--- src/sv/ect_pkg.sv ---
// ect_pkg: shared types, constants and constant tables of the epoch to calendar converter
// no dependencies; used by the microcode rom, sequencer, datapath, top level and checker
`default_nettype none

package ect_pkg;

  // field widths
  localparam int EPOCH_W = 33;
  localparam int ZONE_W  = 5;
  localparam int SEC_W   = 6;
  localparam int MIN_W   = 6;
  localparam int HOUR_W  = 5;
  localparam int DAY_W   = 5;
  localparam int MON_W   = 4;
  localparam int YEAR_W  = 8;

  // microprogram counter
  localparam int UPC_W = 5;

  // calendar constants
  localparam logic [ZONE_W-1:0] ZONE_RESET      = 5'd8;
  localparam logic [16:0]       SECS_PER_HOUR   = 17'd3600;
  localparam logic [13:0]       YEAR_HOURS      = 14'd8760;
  localparam logic [13:0]       LEAP_YEAR_HOURS = 14'd8784;
  localparam logic [8:0]        LEAP_DAY        = 9'd60;
  localparam logic [DAY_W-1:0]  FEB_LAST_LEAP   = 5'd29;
  localparam logic [YEAR_W-1:0] BASE_YEAR       = 8'd70;
  localparam logic [MON_W-1:0]  MON_JAN         = 4'd0;
  localparam logic [MON_W-1:0]  MON_FEB         = 4'd1;
  localparam logic [MON_W-1:0]  MON_DEC         = 4'd11;

  // microcode step addresses that are jump targets
  localparam logic [UPC_W-1:0] STEP_DONE = 5'd20;

  // datapath operations
  typedef enum logic [3:0] {
    OP_ZONE,   // add zone offset, clamp at zero
    OP_MULR,   // prod = (acc >> pre) * reciprocal
    OP_QUOT,   // q = prod >> post
    OP_MULD,   // prod = q * divisor
    OP_REM,    // remainder and quotient to their destinations
    OP_YEAR,   // one step of the year walk
    OP_LEAP,   // leap day fix-up
    OP_MONTH,  // one step of the month walk
    OP_DONE    // no datapath work
  } op_t;

  // divisor constant sets
  typedef enum logic [1:0] {
    KS_SIXTY,
    KS_FOURYEAR,
    KS_DAY
  } ksel_t;

  // where a division's results go
  typedef enum logic [1:0] {
    DST_SEC,
    DST_MIN,
    DST_YEAR,
    DST_HOUR
  } dst_t;

  // sequencing of the next step
  typedef enum logic [1:0] {
    JC_NEXT,    // pc + 1
    JC_LOOP,    // repeat this step until loop exit
    JC_BRANCH,  // jump to target when branch is taken
    JC_END      // publish result and go idle
  } jc_t;

  typedef struct packed {
    op_t              op;
    ksel_t            ksel;
    dst_t             dst;
    jc_t              jc;
    logic [UPC_W-1:0] target;
  } uword_t;

  // sequencer to datapath
  typedef struct packed {
    logic  load;
    logic  exec;
    logic  publish;
    op_t   op;
    ksel_t ksel;
    dst_t  dst;
  } ctl_t;

  // datapath to sequencer
  typedef struct packed {
    logic loop_exit;
    logic branch_taken;
  } stat_t;

  // constant divider: q = ((x >> pre) * recip) >> post, r = x - q * divisor
  typedef struct packed {
    logic [1:0]  pre;
    logic [31:0] recip;
    logic [5:0]  post;
    logic [15:0] divisor;
  } divk_t;

  function automatic divk_t divk(ksel_t k);
    divk_t d;
    case (k)
      KS_SIXTY: begin
        d = '{pre: 2'd2, recip: 32'd2290649225, post: 6'd35, divisor: 16'd60};
      end
      KS_FOURYEAR: begin
        d = '{pre: 2'd3, recip: 32'd979915, post: 6'd32, divisor: 16'd35064};
      end
      KS_DAY: begin
        d = '{pre: 2'd3, recip: 32'd21846, post: 6'd16, divisor: 16'd24};
      end
      default: begin
        d = '{pre: 2'd2, recip: 32'd2290649225, post: 6'd35, divisor: 16'd60};
      end
    endcase
    return d;
  endfunction

  // days in month, february as a common year
  function automatic logic [DAY_W-1:0] month_len(logic [MON_W-1:0] m);
    logic [DAY_W-1:0] n;
    case (m)
      4'd1:                    n = 5'd28;
      4'd3, 4'd5, 4'd8, 4'd10: n = 5'd30;
      default:                 n = 5'd31;
    endcase
    return n;
  endfunction

endpackage

`default_nettype wire

--- src/sv/epoch_to_calendar_date.sv ---
// epoch_to_calendar_date: top level of the epoch seconds to calendar date converter
// depends on ect_pkg, ect_seq (with ect_urom) and ect_dpath
//
// usage
//   input channel: in_valid / in_stall carry one 33-bit signed epoch count a transaction;
//   a transaction is taken at a clock edge with in_valid high and in_stall low
//   output channel: out_valid / out_stall carry second, minute, hour, day, month and
//   years since 1900; the result register holds still while out_stall is high
//   config: cfg_wr_en writes cfg_wr_data to the zone offset (signed hours) at any edge;
//   change it only while no transaction is in flight
// timing
//   a microcoded program runs one step per cycle over a shared multiplier; constant
//   divisions use reciprocal multiply, back-multiply and subtract (4 steps each),
//   then the year walk (1 to 4 steps) and month walk (up to 12, none on a leap day) run
//   the next input is taken in the cycle after the result register loads, so only
//   one item is converted at a time; the result register frees the sequencer
//   while a result waits
//   if out_stall holds a previous result, the program waits at its last step
// reset
//   synchronous active-low rst_n: sequencer idle, no result valid, zone offset 8
`default_nettype none

module epoch_to_calendar_date
  import ect_pkg::*;
(
  input  wire logic               clk,
  input  wire logic               rst_n,
  // config port
  input  wire logic               cfg_wr_en,
  input  wire logic [ZONE_W-1:0]  cfg_wr_data,
  // input channel
  input  wire logic               in_valid,
  output logic                    in_stall,
  input  wire logic [EPOCH_W-1:0] in_epoch_seconds,
  // output channel
  output logic                    out_valid,
  input  wire logic               out_stall,
  output logic [SEC_W-1:0]        out_second_of_minute,
  output logic [MIN_W-1:0]        out_minute_of_hour,
  output logic [HOUR_W-1:0]       out_hour_of_day,
  output logic [DAY_W-1:0]        out_day_of_month,
  output logic [MON_W-1:0]        out_month_index,
  output logic [YEAR_W-1:0]       out_years_since_1900
);

  logic [ZONE_W-1:0] zone_r;
  logic              out_valid_r, out_valid_nxt;
  logic              out_free;
  ctl_t              ctl;
  stat_t             stat;

  // zone offset register
  always_ff @(posedge clk) begin
    if (!rst_n) begin
      zone_r <= ZONE_RESET;
    end else if (cfg_wr_en) begin
      zone_r <= cfg_wr_data;
    end
  end

  // result slot is free when empty or being taken this cycle
  assign out_free = !out_valid_r || !out_stall;

  always_comb begin
    out_valid_nxt = out_valid_r && out_stall;
    if (ctl.publish) begin
      out_valid_nxt = 1'b1;
    end
  end

  always_ff @(posedge clk) begin
    if (!rst_n) begin
      out_valid_r <= 1'b0;
    end else begin
      out_valid_r <= out_valid_nxt;
    end
  end

  assign out_valid = out_valid_r;

  ect_seq u_seq (
    .clk      (clk),
    .rst_n    (rst_n),
    .in_valid (in_valid),
    .in_stall (in_stall),
    .out_free (out_free),
    .stat     (stat),
    .ctl      (ctl)
  );

  ect_dpath u_dpath (
    .clk      (clk),
    .ctl      (ctl),
    .epoch    (in_epoch_seconds),
    .zone     (zone_r),
    .stat     (stat),
    .out_sec  (out_second_of_minute),
    .out_min  (out_minute_of_hour),
    .out_hour (out_hour_of_day),
    .out_day  (out_day_of_month),
    .out_mon  (out_month_index),
    .out_year (out_years_since_1900)
  );

endmodule

`default_nettype wire

--- src/sv/ect_urom.sv ---
// ect_urom: microcode rom holding the conversion program, one control word per step
// depends on ect_pkg for the control word layout
`default_nettype none

module ect_urom
  import ect_pkg::*;
(
  input  wire logic [UPC_W-1:0] pc,
  output uword_t                uword
);

  always_comb begin
    case (pc)
      // zone offset
      5'd0:  uword = '{OP_ZONE,  KS_SIXTY,    DST_SEC,  JC_NEXT,   '0};
      // seconds
      5'd1:  uword = '{OP_MULR,  KS_SIXTY,    DST_SEC,  JC_NEXT,   '0};
      5'd2:  uword = '{OP_QUOT,  KS_SIXTY,    DST_SEC,  JC_NEXT,   '0};
      5'd3:  uword = '{OP_MULD,  KS_SIXTY,    DST_SEC,  JC_NEXT,   '0};
      5'd4:  uword = '{OP_REM,   KS_SIXTY,    DST_SEC,  JC_NEXT,   '0};
      // minutes
      5'd5:  uword = '{OP_MULR,  KS_SIXTY,    DST_MIN,  JC_NEXT,   '0};
      5'd6:  uword = '{OP_QUOT,  KS_SIXTY,    DST_MIN,  JC_NEXT,   '0};
      5'd7:  uword = '{OP_MULD,  KS_SIXTY,    DST_MIN,  JC_NEXT,   '0};
      5'd8:  uword = '{OP_REM,   KS_SIXTY,    DST_MIN,  JC_NEXT,   '0};
      // four-year blocks
      5'd9:  uword = '{OP_MULR,  KS_FOURYEAR, DST_YEAR, JC_NEXT,   '0};
      5'd10: uword = '{OP_QUOT,  KS_FOURYEAR, DST_YEAR, JC_NEXT,   '0};
      5'd11: uword = '{OP_MULD,  KS_FOURYEAR, DST_YEAR, JC_NEXT,   '0};
      5'd12: uword = '{OP_REM,   KS_FOURYEAR, DST_YEAR, JC_NEXT,   '0};
      // year walk
      5'd13: uword = '{OP_YEAR,  KS_SIXTY,    DST_SEC,  JC_LOOP,   '0};
      // hour of day and day of year
      5'd14: uword = '{OP_MULR,  KS_DAY,      DST_HOUR, JC_NEXT,   '0};
      5'd15: uword = '{OP_QUOT,  KS_DAY,      DST_HOUR, JC_NEXT,   '0};
      5'd16: uword = '{OP_MULD,  KS_DAY,      DST_HOUR, JC_NEXT,   '0};
      5'd17: uword = '{OP_REM,   KS_DAY,      DST_HOUR, JC_NEXT,   '0};
      // leap day goes straight to the end
      5'd18: uword = '{OP_LEAP,  KS_SIXTY,    DST_SEC,  JC_BRANCH, STEP_DONE};
      // month walk
      5'd19: uword = '{OP_MONTH, KS_SIXTY,    DST_SEC,  JC_LOOP,   '0};
      5'd20: uword = '{OP_DONE,  KS_SIXTY,    DST_SEC,  JC_END,    '0};
      default: uword = '{OP_DONE, KS_SIXTY,   DST_SEC,  JC_END,    '0};
    endcase
  end

endmodule

`default_nettype wire

--- src/sv/ect_seq.sv ---
// ect_seq: microprogram sequencer with step counter, conditional jumps and input handshake
// depends on ect_pkg and ect_urom
`default_nettype none

module ect_seq
  import ect_pkg::*;
(
  input  wire logic  clk,
  input  wire logic  rst_n,
  input  wire logic  in_valid,
  output logic       in_stall,
  input  wire logic  out_free,
  input  wire stat_t stat,
  output ctl_t       ctl
);

  typedef enum logic [1:0] {
    S_IDLE = 2'b01,
    S_RUN  = 2'b10
  } state_t;

  state_t           state_r, state_nxt;
  logic [UPC_W-1:0] pc_r, pc_nxt;
  uword_t           uw;
  logic             accept;
  logic             run;

  ect_urom u_urom (
    .pc    (pc_r),
    .uword (uw)
  );

  assign run      = (state_r == S_RUN);
  assign in_stall = !(state_r == S_IDLE);
  assign accept   = in_valid && !in_stall;

  always_comb begin
    ctl.load    = accept;
    ctl.exec    = run;
    ctl.publish = run && (uw.jc == JC_END) && out_free;
    ctl.op      = uw.op;
    ctl.ksel    = uw.ksel;
    ctl.dst     = uw.dst;
  end

  always_comb begin
    state_nxt = state_r;
    pc_nxt    = pc_r;
    case (state_r)
      S_IDLE: begin
        if (accept) begin
          state_nxt = S_RUN;
          pc_nxt    = '0;
        end
      end
      S_RUN: begin
        case (uw.jc)
          JC_NEXT:   pc_nxt = pc_r + 1'b1;
          JC_LOOP:   pc_nxt = stat.loop_exit ? pc_r + 1'b1 : pc_r;
          JC_BRANCH: pc_nxt = stat.branch_taken ? uw.target : pc_r + 1'b1;
          JC_END: begin
            if (out_free) begin
              state_nxt = S_IDLE;
            end
          end
          default:   pc_nxt = pc_r;
        endcase
      end
      default: begin
        state_nxt = S_IDLE;
      end
    endcase
  end

  always_ff @(posedge clk) begin
    if (!rst_n) begin
      state_r <= S_IDLE;
      pc_r    <= '0;
    end else begin
      state_r <= state_nxt;
      pc_r    <= pc_nxt;
    end
  end

endmodule

`default_nettype wire

--- src/sv/ect_dpath.sv ---
// ect_dpath: working registers, shared multiplier and result registers of the converter
// depends on ect_pkg for control and status structs and constant tables
`default_nettype none

module ect_dpath
  import ect_pkg::*;
(
  input  wire logic               clk,
  input  wire ctl_t               ctl,
  input  wire logic [EPOCH_W-1:0] epoch,
  input  wire logic [ZONE_W-1:0]  zone,
  output stat_t                   stat,
  output logic [SEC_W-1:0]        out_sec,
  output logic [MIN_W-1:0]        out_min,
  output logic [HOUR_W-1:0]       out_hour,
  output logic [DAY_W-1:0]        out_day,
  output logic [MON_W-1:0]        out_mon,
  output logic [YEAR_W-1:0]       out_year
);

  logic [EPOCH_W-1:0] acc_r, acc_nxt;
  logic [31:0]        q_r, q_nxt;
  logic [63:0]        prod_r, prod_nxt;
  logic [SEC_W-1:0]   sec_r, sec_nxt;
  logic [MIN_W-1:0]   min_r, min_nxt;
  logic [HOUR_W-1:0]  hour_r, hour_nxt;
  logic [MON_W-1:0]   mon_r, mon_nxt;
  logic [YEAR_W-1:0]  year_r, year_nxt;

  divk_t              k;
  logic [31:0]        mul_a, mul_b;
  logic [63:0]        mul_p;
  logic [16:0]        zone_prod;
  logic [33:0]        zone_sum;
  logic [EPOCH_W-1:0] rem;
  logic               leap;
  logic [13:0]        year_len;
  logic               year_exit;
  logic [DAY_W-1:0]   mon_len;
  logic               mon_exit;
  logic               leap_day;

  assign k = divk(ctl.ksel);

  // one shared multiplier: reciprocal pass or back-multiply pass
  assign mul_a = (ctl.op == OP_MULD) ? q_r : 32'(acc_r >> k.pre);
  assign mul_b = (ctl.op == OP_MULD) ? {16'd0, k.divisor} : k.recip;
  assign mul_p = 64'(mul_a) * 64'(mul_b);

  assign zone_prod = $signed({{12{zone[ZONE_W-1]}}, zone}) * $signed(SECS_PER_HOUR);
  assign zone_sum  = {acc_r[EPOCH_W-1], acc_r} + {{17{zone_prod[16]}}, zone_prod};

  assign rem = acc_r - prod_r[EPOCH_W-1:0];

  assign leap      = (year_r[1:0] == 2'b00);
  assign year_len  = leap ? LEAP_YEAR_HOURS : YEAR_HOURS;
  assign year_exit = acc_r < EPOCH_W'(year_len);
  assign mon_len   = month_len(mon_r);
  assign mon_exit  = (mon_r == MON_DEC) || (EPOCH_W'(mon_len) >= acc_r);
  assign leap_day  = leap && (acc_r == EPOCH_W'(LEAP_DAY));

  always_comb begin
    stat.loop_exit    = 1'b1;
    stat.branch_taken = 1'b0;
    case (ctl.op)
      OP_YEAR:  stat.loop_exit = year_exit;
      OP_MONTH: stat.loop_exit = mon_exit;
      OP_LEAP:  stat.branch_taken = leap_day;
      default:  stat.loop_exit = 1'b1;
    endcase
  end

  always_comb begin
    acc_nxt  = acc_r;
    q_nxt    = q_r;
    prod_nxt = prod_r;
    sec_nxt  = sec_r;
    min_nxt  = min_r;
    hour_nxt = hour_r;
    mon_nxt  = mon_r;
    year_nxt = year_r;
    if (ctl.load) begin
      acc_nxt = epoch;
    end else if (ctl.exec) begin
      case (ctl.op)
        OP_ZONE: begin
          acc_nxt = zone_sum[33] ? '0 : zone_sum[EPOCH_W-1:0];
        end
        OP_MULR, OP_MULD: begin
          prod_nxt = mul_p;
        end
        OP_QUOT: begin
          q_nxt = 32'(prod_r >> k.post);
        end
        OP_REM: begin
          case (ctl.dst)
            DST_SEC: begin
              sec_nxt = rem[SEC_W-1:0];
              acc_nxt = EPOCH_W'(q_r);
            end
            DST_MIN: begin
              min_nxt = rem[MIN_W-1:0];
              acc_nxt = EPOCH_W'(q_r);
            end
            DST_YEAR: begin
              year_nxt = {q_r[5:0], 2'b00} + BASE_YEAR;
              acc_nxt  = rem;
            end
            DST_HOUR: begin
              hour_nxt = rem[HOUR_W-1:0];
              acc_nxt  = EPOCH_W'(q_r) + 1'b1;
            end
            default: begin
              acc_nxt = rem;
            end
          endcase
        end
        OP_YEAR: begin
          if (!year_exit) begin
            acc_nxt  = acc_r - EPOCH_W'(year_len);
            year_nxt = year_r + 1'b1;
          end
        end
        OP_LEAP: begin
          if (leap_day) begin
            mon_nxt = MON_FEB;
            acc_nxt = EPOCH_W'(FEB_LAST_LEAP);
          end else begin
            mon_nxt = MON_JAN;
            if (leap && (acc_r > EPOCH_W'(LEAP_DAY))) begin
              acc_nxt = acc_r - 1'b1;
            end
          end
        end
        OP_MONTH: begin
          if (!mon_exit) begin
            acc_nxt = acc_r - EPOCH_W'(mon_len);
            mon_nxt = mon_r + 1'b1;
          end
        end
        default: begin
          acc_nxt = acc_r;
        end
      endcase
    end
  end

  always_ff @(posedge clk) begin
    acc_r  <= acc_nxt;
    q_r    <= q_nxt;
    prod_r <= prod_nxt;
    sec_r  <= sec_nxt;
    min_r  <= min_nxt;
    hour_r <= hour_nxt;
    mon_r  <= mon_nxt;
    year_r <= year_nxt;
  end

  // result register, loaded when the program finishes and the output is free
  always_ff @(posedge clk) begin
    if (ctl.publish) begin
      out_sec  <= sec_r;
      out_min  <= min_r;
      out_hour <= hour_r;
      out_day  <= acc_r[DAY_W-1:0];
      out_mon  <= mon_r;
      out_year <= year_r;
    end
  end

endmodule

`default_nettype wire

--- config.mk ---
export PLATFORM = sky130hd
export DESIGN_NAME = epoch_to_calendar_date
export DESIGN_NICKNAME = d
export VERILOG_FILES = /design/src/sv/ect_pkg.sv /design/src/sv/epoch_to_calendar_date.sv /design/src/sv/ect_urom.sv /design/src/sv/ect_seq.sv /design/src/sv/ect_dpath.sv
export SDC_FILE = /design/constraint.sdc
export NUM_CORES = 2
export LEC_CHECK = 0
export ABC_CLOCK_PERIOD_IN_PS = 13700
export BUFFER_PORTS_ARGS = -buffer_cell sky130_fd_sc_hd__buf_4
export CAP_MARGIN = 10
export CORE_MARGIN = 3
export CORE_UTILIZATION = 53
export DETAILED_ROUTE_END_ITERATION = 10
export GPL_ROUTABILITY_DRIVEN = 0
export PLACE_DENSITY = 0.75
export SETUP_SLACK_MARGIN = 0.05
export SLEW_MARGIN = 10
export SYNTH_ARGS = -nofsm -noshare
export SYNTH_HDL_FRONTEND = slang
export SYNTH_HIERARCHICAL = 1
export SYNTH_SLANG_ARGS = --single-unit
export TNS_END_PERCENT = 30
--- constraint.sdc ---
create_clock -name clk -period 13.7 [get_ports clk]
set_input_delay 2.055 -clock clk [delete_from_list [all_inputs] [get_ports clk]]
set_output_delay 2.055 -clock clk [all_outputs]
set_load 0.05 [all_outputs]
# ---- Word level (Yosys, flattened, before mapping)
# Memory sizes are Yosys's and may differ from the RTL's. A register that Yosys moved wholly into a read port is not among the register bits.
# Cells that the tools add are included.
dict set report op_classes {
  n_mul 2
  n_bitwise 1
  n_reduce_logical 33
  n_addsub 10
  magnitude_cmp 3
  mux 34
  eq_ne 35
  shifts 2
}
# cell n
set ops {}
lappend ops {{$mux 33} 7}
lappend ops {{$pmux 33 s5} 1}
lappend ops {{$pmux 55 s2} 1}
lappend ops {{$pmux 33 s3} 1}
lappend ops {{$mul 32x32->64} 1}
lappend ops {{$mux 32} 2}
lappend ops {{$shr 64x6->32} 1}
lappend ops {{$add 33x17->34} 1}
lappend ops {{$add 32x1->33 const B} 1}
lappend ops {{$eq 33x6->1 const B} 1}
lappend ops {{$ge 5x33->1} 1}
lappend ops {{$gt 33x6->1 const B} 1}
lappend ops {{$lt 33x14->1} 1}
lappend ops {{$shr 33x2->32} 1}
lappend ops {{$sub 33x1->33 const B} 1}
lappend ops {{$sub 33x14->33} 1}
lappend ops {{$sub 33x33->33} 1}
lappend ops {{$sub 33x5->33} 1}
lappend ops {{$mux 5} 5}
lappend ops {{$eq 4x3->1 const B} 5}
lappend ops {{$reduce_and 4->1} 5}
lappend ops {{$mux 8} 2}
lappend ops {{$pmux 8 s2} 1}
lappend ops {{$pmux 5 s3} 1}
lappend ops {{other kinds (36)} 76}
dict set report word_totals {
  word_cells 139
  out_inout_bits 36
  in_bits 43
  regBits 205
  memories 1
  romBits 384
}
# memory words word_bits rd rd_ports_with_merged_regs wr line
set mem_list {}
lappend mem_list {{(name not given)} 32 12 1 1 0 ect_urom.sv:13} ;# case (pc)

# ---- Longest topological paths before layout
dict set report logic_depth {
  word_depth 11
  mapped_depth 43
  ltp_nobuf 40
}

# ---- Hierarchy
# The synthesis kept the hierarchy.
# module instances seq_area_each_um2 area_each_um2 cells_per_inst
set modules_own_cells {}
lappend modules_own_cells {ect_dpath 1 5765.5 38873.5 4311}
lappend modules_own_cells {ect_seq 1 140.1 514.2 62}
lappend modules_own_cells {ect_urom 1 0.0 386.6 53}
lappend modules_own_cells {epoch_to_calendar_date 1 120.1 225.2 20}

# ---- Worst setup path after synthesis
# OpenSTA, ideal clock, no wires.
dict set report synth_path {
  kind {reg-to-reg}
  startpoint {reg u_seq/pc_r[1] (netlist name)}
  endpoint {reg u_dpath.prod_r[60] (data pin)}
  setup_ns 0.135
  period_less_slack_ns 10.531
  n_path_buf 6
  path_stages_with_launch 39
  required_time_ns 13.565
  arrival_time_ns 10.396
  slack_ns 3.169
  cell_sequence {dfxtp_1 -> inv_1 -> ha_1 -> nor2b_2 -> nand2b_4 -> a21oi_2 -> inv_1 -> ha_1 -> clkbuf_1 -> buf_1 -> clkbuf_1 -> buf_1 -> a21oi_1 -> clkbuf_1 -> nor2_1 -> fa_1 -> fa_1 -> inv_1 -> (+3 left out) -> fa_1 -> fa_1 -> fa_1 -> inv_1 -> fa_1 -> inv_1 -> ha_1 -> clkbuf_1 -> nand3_1 -> nor4_1 -> nand3_1 -> a21o_1 -> a31oi_1 -> o2111ai_1 -> a21oi_1 -> o211ai_1 -> or4_1 -> nand3_1}
}
# item line
set synth_lines {}
lappend synth_lines {{end signal: assignment} ect_dpath.sv:151} ;# prod_r <= prod_nxt;
lappend synth_lines {{end: declaration} ect_dpath.sv:23} ;# logic [63:0] prod_r, prod_nxt;

==> results.md <==
- The async set-reset flop share out of synthesis is 0.
- The TritonCTS clock tree is done.
- The number of port buffers is 78.
- Static timing analysis puts the maximum clock frequency at 0.0825 GHz.
- The floorplan step defined a die boundary enclosing 78800 um2.
- The total number of yosys warnings is 6.
- The layout net count is 5495.
- The worst setup path is of the flop to flop kind.
- Max-cap violations in this run came to 0.
- The cell seen most often among critical-path stages is sky130_fd_sc_hd__fa_1.
- 79 I/O pins were placed.
- The flow ran to the end, and the final reports show no timing, DRC or antenna violations.
- Ranked by total cell area, the synthesized netlist is headed by sky130_fd_sc_hd__fa_1, sky130_fd_sc_hd__ha_1, sky130_fd_sc_hd__edfxtp_1, sky130_fd_sc_hd__inv_1, sky130_fd_sc_hd__nand2_1.
- Once detailed placement completed, the half-perimeter wirelength came to 105 mm.
- The worst setup path is captured at a flop.
- The root buffer cell is sky130_fd_sc_hd__clkbuf_16.
- The most frequently used flop master after synthesis is sky130_fd_sc_hd__edfxtp_1.
- For this run, design rule violations remaining after detail routing come to 0.
- The largest total area in the synthesized netlist belongs to sky130_fd_sc_hd__fa_1.
- The fraction of synthesized cell area taken by the top area cell type is 0.281.
- In the final layout, the share of cells above drive strength 1 is 0.0576.
- STA puts the critical path data required time at 14.11 ns.
- The first global-routing pass estimated 195 mm of wire.
- Ranked by instance count, the synthesized netlist is headed by sky130_fd_sc_hd__inv_1, sky130_fd_sc_hd__fa_1, sky130_fd_sc_hd__ha_1, sky130_fd_sc_hd__nand2_1, sky130_fd_sc_hd__nor2_1.
- Headroom to the max-slew limit came out at 0.113.
- The chip width is 281 um.
- The synthesized design contains 192 enable-type register cells.
- The unique cell type count in the Yosys netlist is 93.
- The region available for standard cell placement spans 74600 um2.
- STA puts the critical path data arrival time at 12.54 ns.
- The later pin in the worst-skew pair is clocked with a latency of 0.53 ns.
- The number of global-route vias before repair is 33500.
- Synthesis produced 4446 cells.
- The smallest clock period supported by the final layout is computed as 12.13 ns.
- In this design, the stage delay of the slowest critical-path cell is 0.71 ns.
- The y dimension of the die is 281 um.
- The share of the Yosys chip area taken by registers is 0.151.
- The first-pass iteration count of the detailed router is 8.
- For this block, the via count after detailed routing is 33600.
- The finished layout holds 5411 standard cells, fillers aside.
- The pre-CTS setup slack is 1.90 ns.
- The signed area change from the synthesized netlist to the final layout is 5.56%.
- Post-CTS timing repair inserted 0 buffers for setup.
- The remaining number of nets flagged by the antenna check after routing is 0.
- After routing the design area is 42200 um2.
- The total count of max-transition violations in the final report is 0.
- The final sum of negative setup slack is 0 ns.
- The critical path launch point type is a flop.
- The post-synthesis instance area is 40000 um2.
- Global routing finished with a remaining overflow of 0.
- The number of failing hold endpoints at the final stage is 0.
- Clock tree synthesis inserted a total of 20 buffers.
- In the post-route analysis, the smallest setup slack over all paths is 1.57 ns.
- The worst hold path class is flop to flop.
- Dividing the detail-routed via count by the number of cells gives 6.21.
- For this block, the routed nets add up to 127 mm of wire.
- The count of instances resized after the clock tree is built is 0.
- In this run the worst path has a maximum fanout of 43.
- By instance count, the leading cell after synthesis is sky130_fd_sc_hd__inv_1.
- The H-tree level count is 1.
- The number of diodes is 0.
- The number of placed instances, taps included is 5376.
- The number of rows in the core area is 100.
- The largest net degree at the start of global routing is 65.
- For this design, the sink count on the clock tree is 205.
- In the finished design, the share of the clock period the worst path needs comes to 0.885.
- Summing all placed instances gives a cell area of 41500 um2.
- The final setup violation count is 0.
- The number of hold buffers added after cts is 0.
- The maximum number of buffers from clock root to sink is 3.
- The global router's overall resource usage is 0.324.
- The clock transition at the registers of the reported paths is 0.08 ns.
- The mean cell area of the mapped netlist is 9.00 um2.
- For this configuration, the core starts out at a cell density of 0.536.
- The detailed-route wire length per cell is 23.4 um.
- On the critical path, the stage with the largest delay is an instance of sky130_fd_sc_hd__nor2_4.
- The transition time at the pin with the least slew margin is 1.33 ns.
- For this block, the initial DRC count from the detailed router was 4359.
- For the final database, setup skew stands at 0.0315 ns.
- The number of synthesized register bits is 205.
- The number of antenna violations at the first check in global routing came to 3.
- Setup repair after global routing left no endpoint under its margin.
## final cells by class
type | count | area [um2]
fill | 6567 | 32300
multi-input combinational | 3213 | 30100
sequential | 205 | 6030
inverter | 858 | 3220
tap | 969 | 1210
timing repair buffer | 131 | 983
clock buffer | 23 | 533
clock inverter | 12 | 146
## layer usage
layer | track usage | vias up | wire [um]
li1 | - | 14600 | -
met1 | 0.421 | 16000 | 46700
met2 | 0.490 | 2331 | 54100
met3 | 0.0767 | 565 | 15400
met4 | 0.203 | 6 | 10400
met5 | 0 | - | 39
## sequential cells by signal, indices dropped and copies added (netlist names)
register,count
u_dpath/out_mon,4
u_dpath/out_day,5
u_seq/state_r,2
zone_r,5
u_dpath/q_r,32
u_dpath/acc_r,33
u_seq/pc_r,5
u_dpath/out_sec,6
u_dpath/sec_r,6
u_dpath/mon_r,4
u_dpath/out_min,6
out_valid,1
u_dpath/hour_r,5
u_dpath/out_year,8
u_dpath/prod_r,64
u_dpath/out_hour,5
u_dpath/min_r,6
u_dpath/year_r,8
## final timing paths
kind | slack, ns | startpoint | depth (start not counted) | endpoint
worst min register to register | 0.42 | u_dpath/hour_r[4] | 0 | u_dpath/out_hour[4]
worst min-delay path | 0.42 | u_dpath/hour_r[4] | 0 | u_dpath/out_hour[4]
worst max register to register | 1.57 | u_seq/pc_r[1] | 34 | u_dpath/prod_r[60]
worst max-delay path | 1.57 | u_seq/pc_r[1] | 34 | u_dpath/prod_r[60]
## metrics by stage
stage | util | hold slack [ns]
5_1_grt | 0.566 | 0.438
4_1_cts | 0.566 | 0.421
6_report | 0.566 | 0.421
3_5_place_dp | 0.557 | 0.405
2_1_floorplan | - | 0.400
3_3_place_gp | 0.557 | 0.401
## cells by family (layout without fill, tap and decap cells)
group / count (synthesis) / in the layout / synth area share
AOI/OAI and AO/OA: 838 / 838 / 0.134
xor gates and xnor gates: 166 / 166 / 0.0363
adders and majority gates: 1023 / 1023 / 0.425
buffers and inverters: 1046 / 1024 / 0.100
DFF: 205 / 205 / 0.151
muxes: 78 / 78 / 0.0277
other: 3 / 21 / 0.000282
and+or+nand+nor: 1087 / 1087 / 0.126
## worst max-delay path, delay by kind of cell, from the launching register on
| family | cells | cell delay [ns] |
|---|---|---|
| flip-flops | 1 | 0.54 |
| AND/OR/NAND/NOR | 11 | 3.64 |
| adder cells (fa/ha/maj) | 10 | 4.80 |
| buffers and inverters | 6 | 0.89 |
| AO/OA/AOI/OAI | 7 | 2.12 |
## cell usage in the layout (no fill, tap or decap), drive strengths merged, types with 16 or more instances in the layout
cell type  count
o21a          41
fa           561
and3          42
a21o          95
a21oi        240
mux2i         49
o21bai        27
nor2         340
nor2b         34
or3           25
xor2          73
nand3         78
nor3          56
o22ai         22
or2           27
mux4          26
and2          30
nand2        356
edfxtp       192
nand2b        28
nand4         19
a31oi         17
xnor2         93
a211oi        23
nor4          16
ha           462
o211ai        28
inv          858
conb          21
buf          131
clkbuf        23
o21ai        194
Power is left out: the tool's default activity adds up to more than one toggle a clock period on the data nets, which glitch-free logic cannot reach.
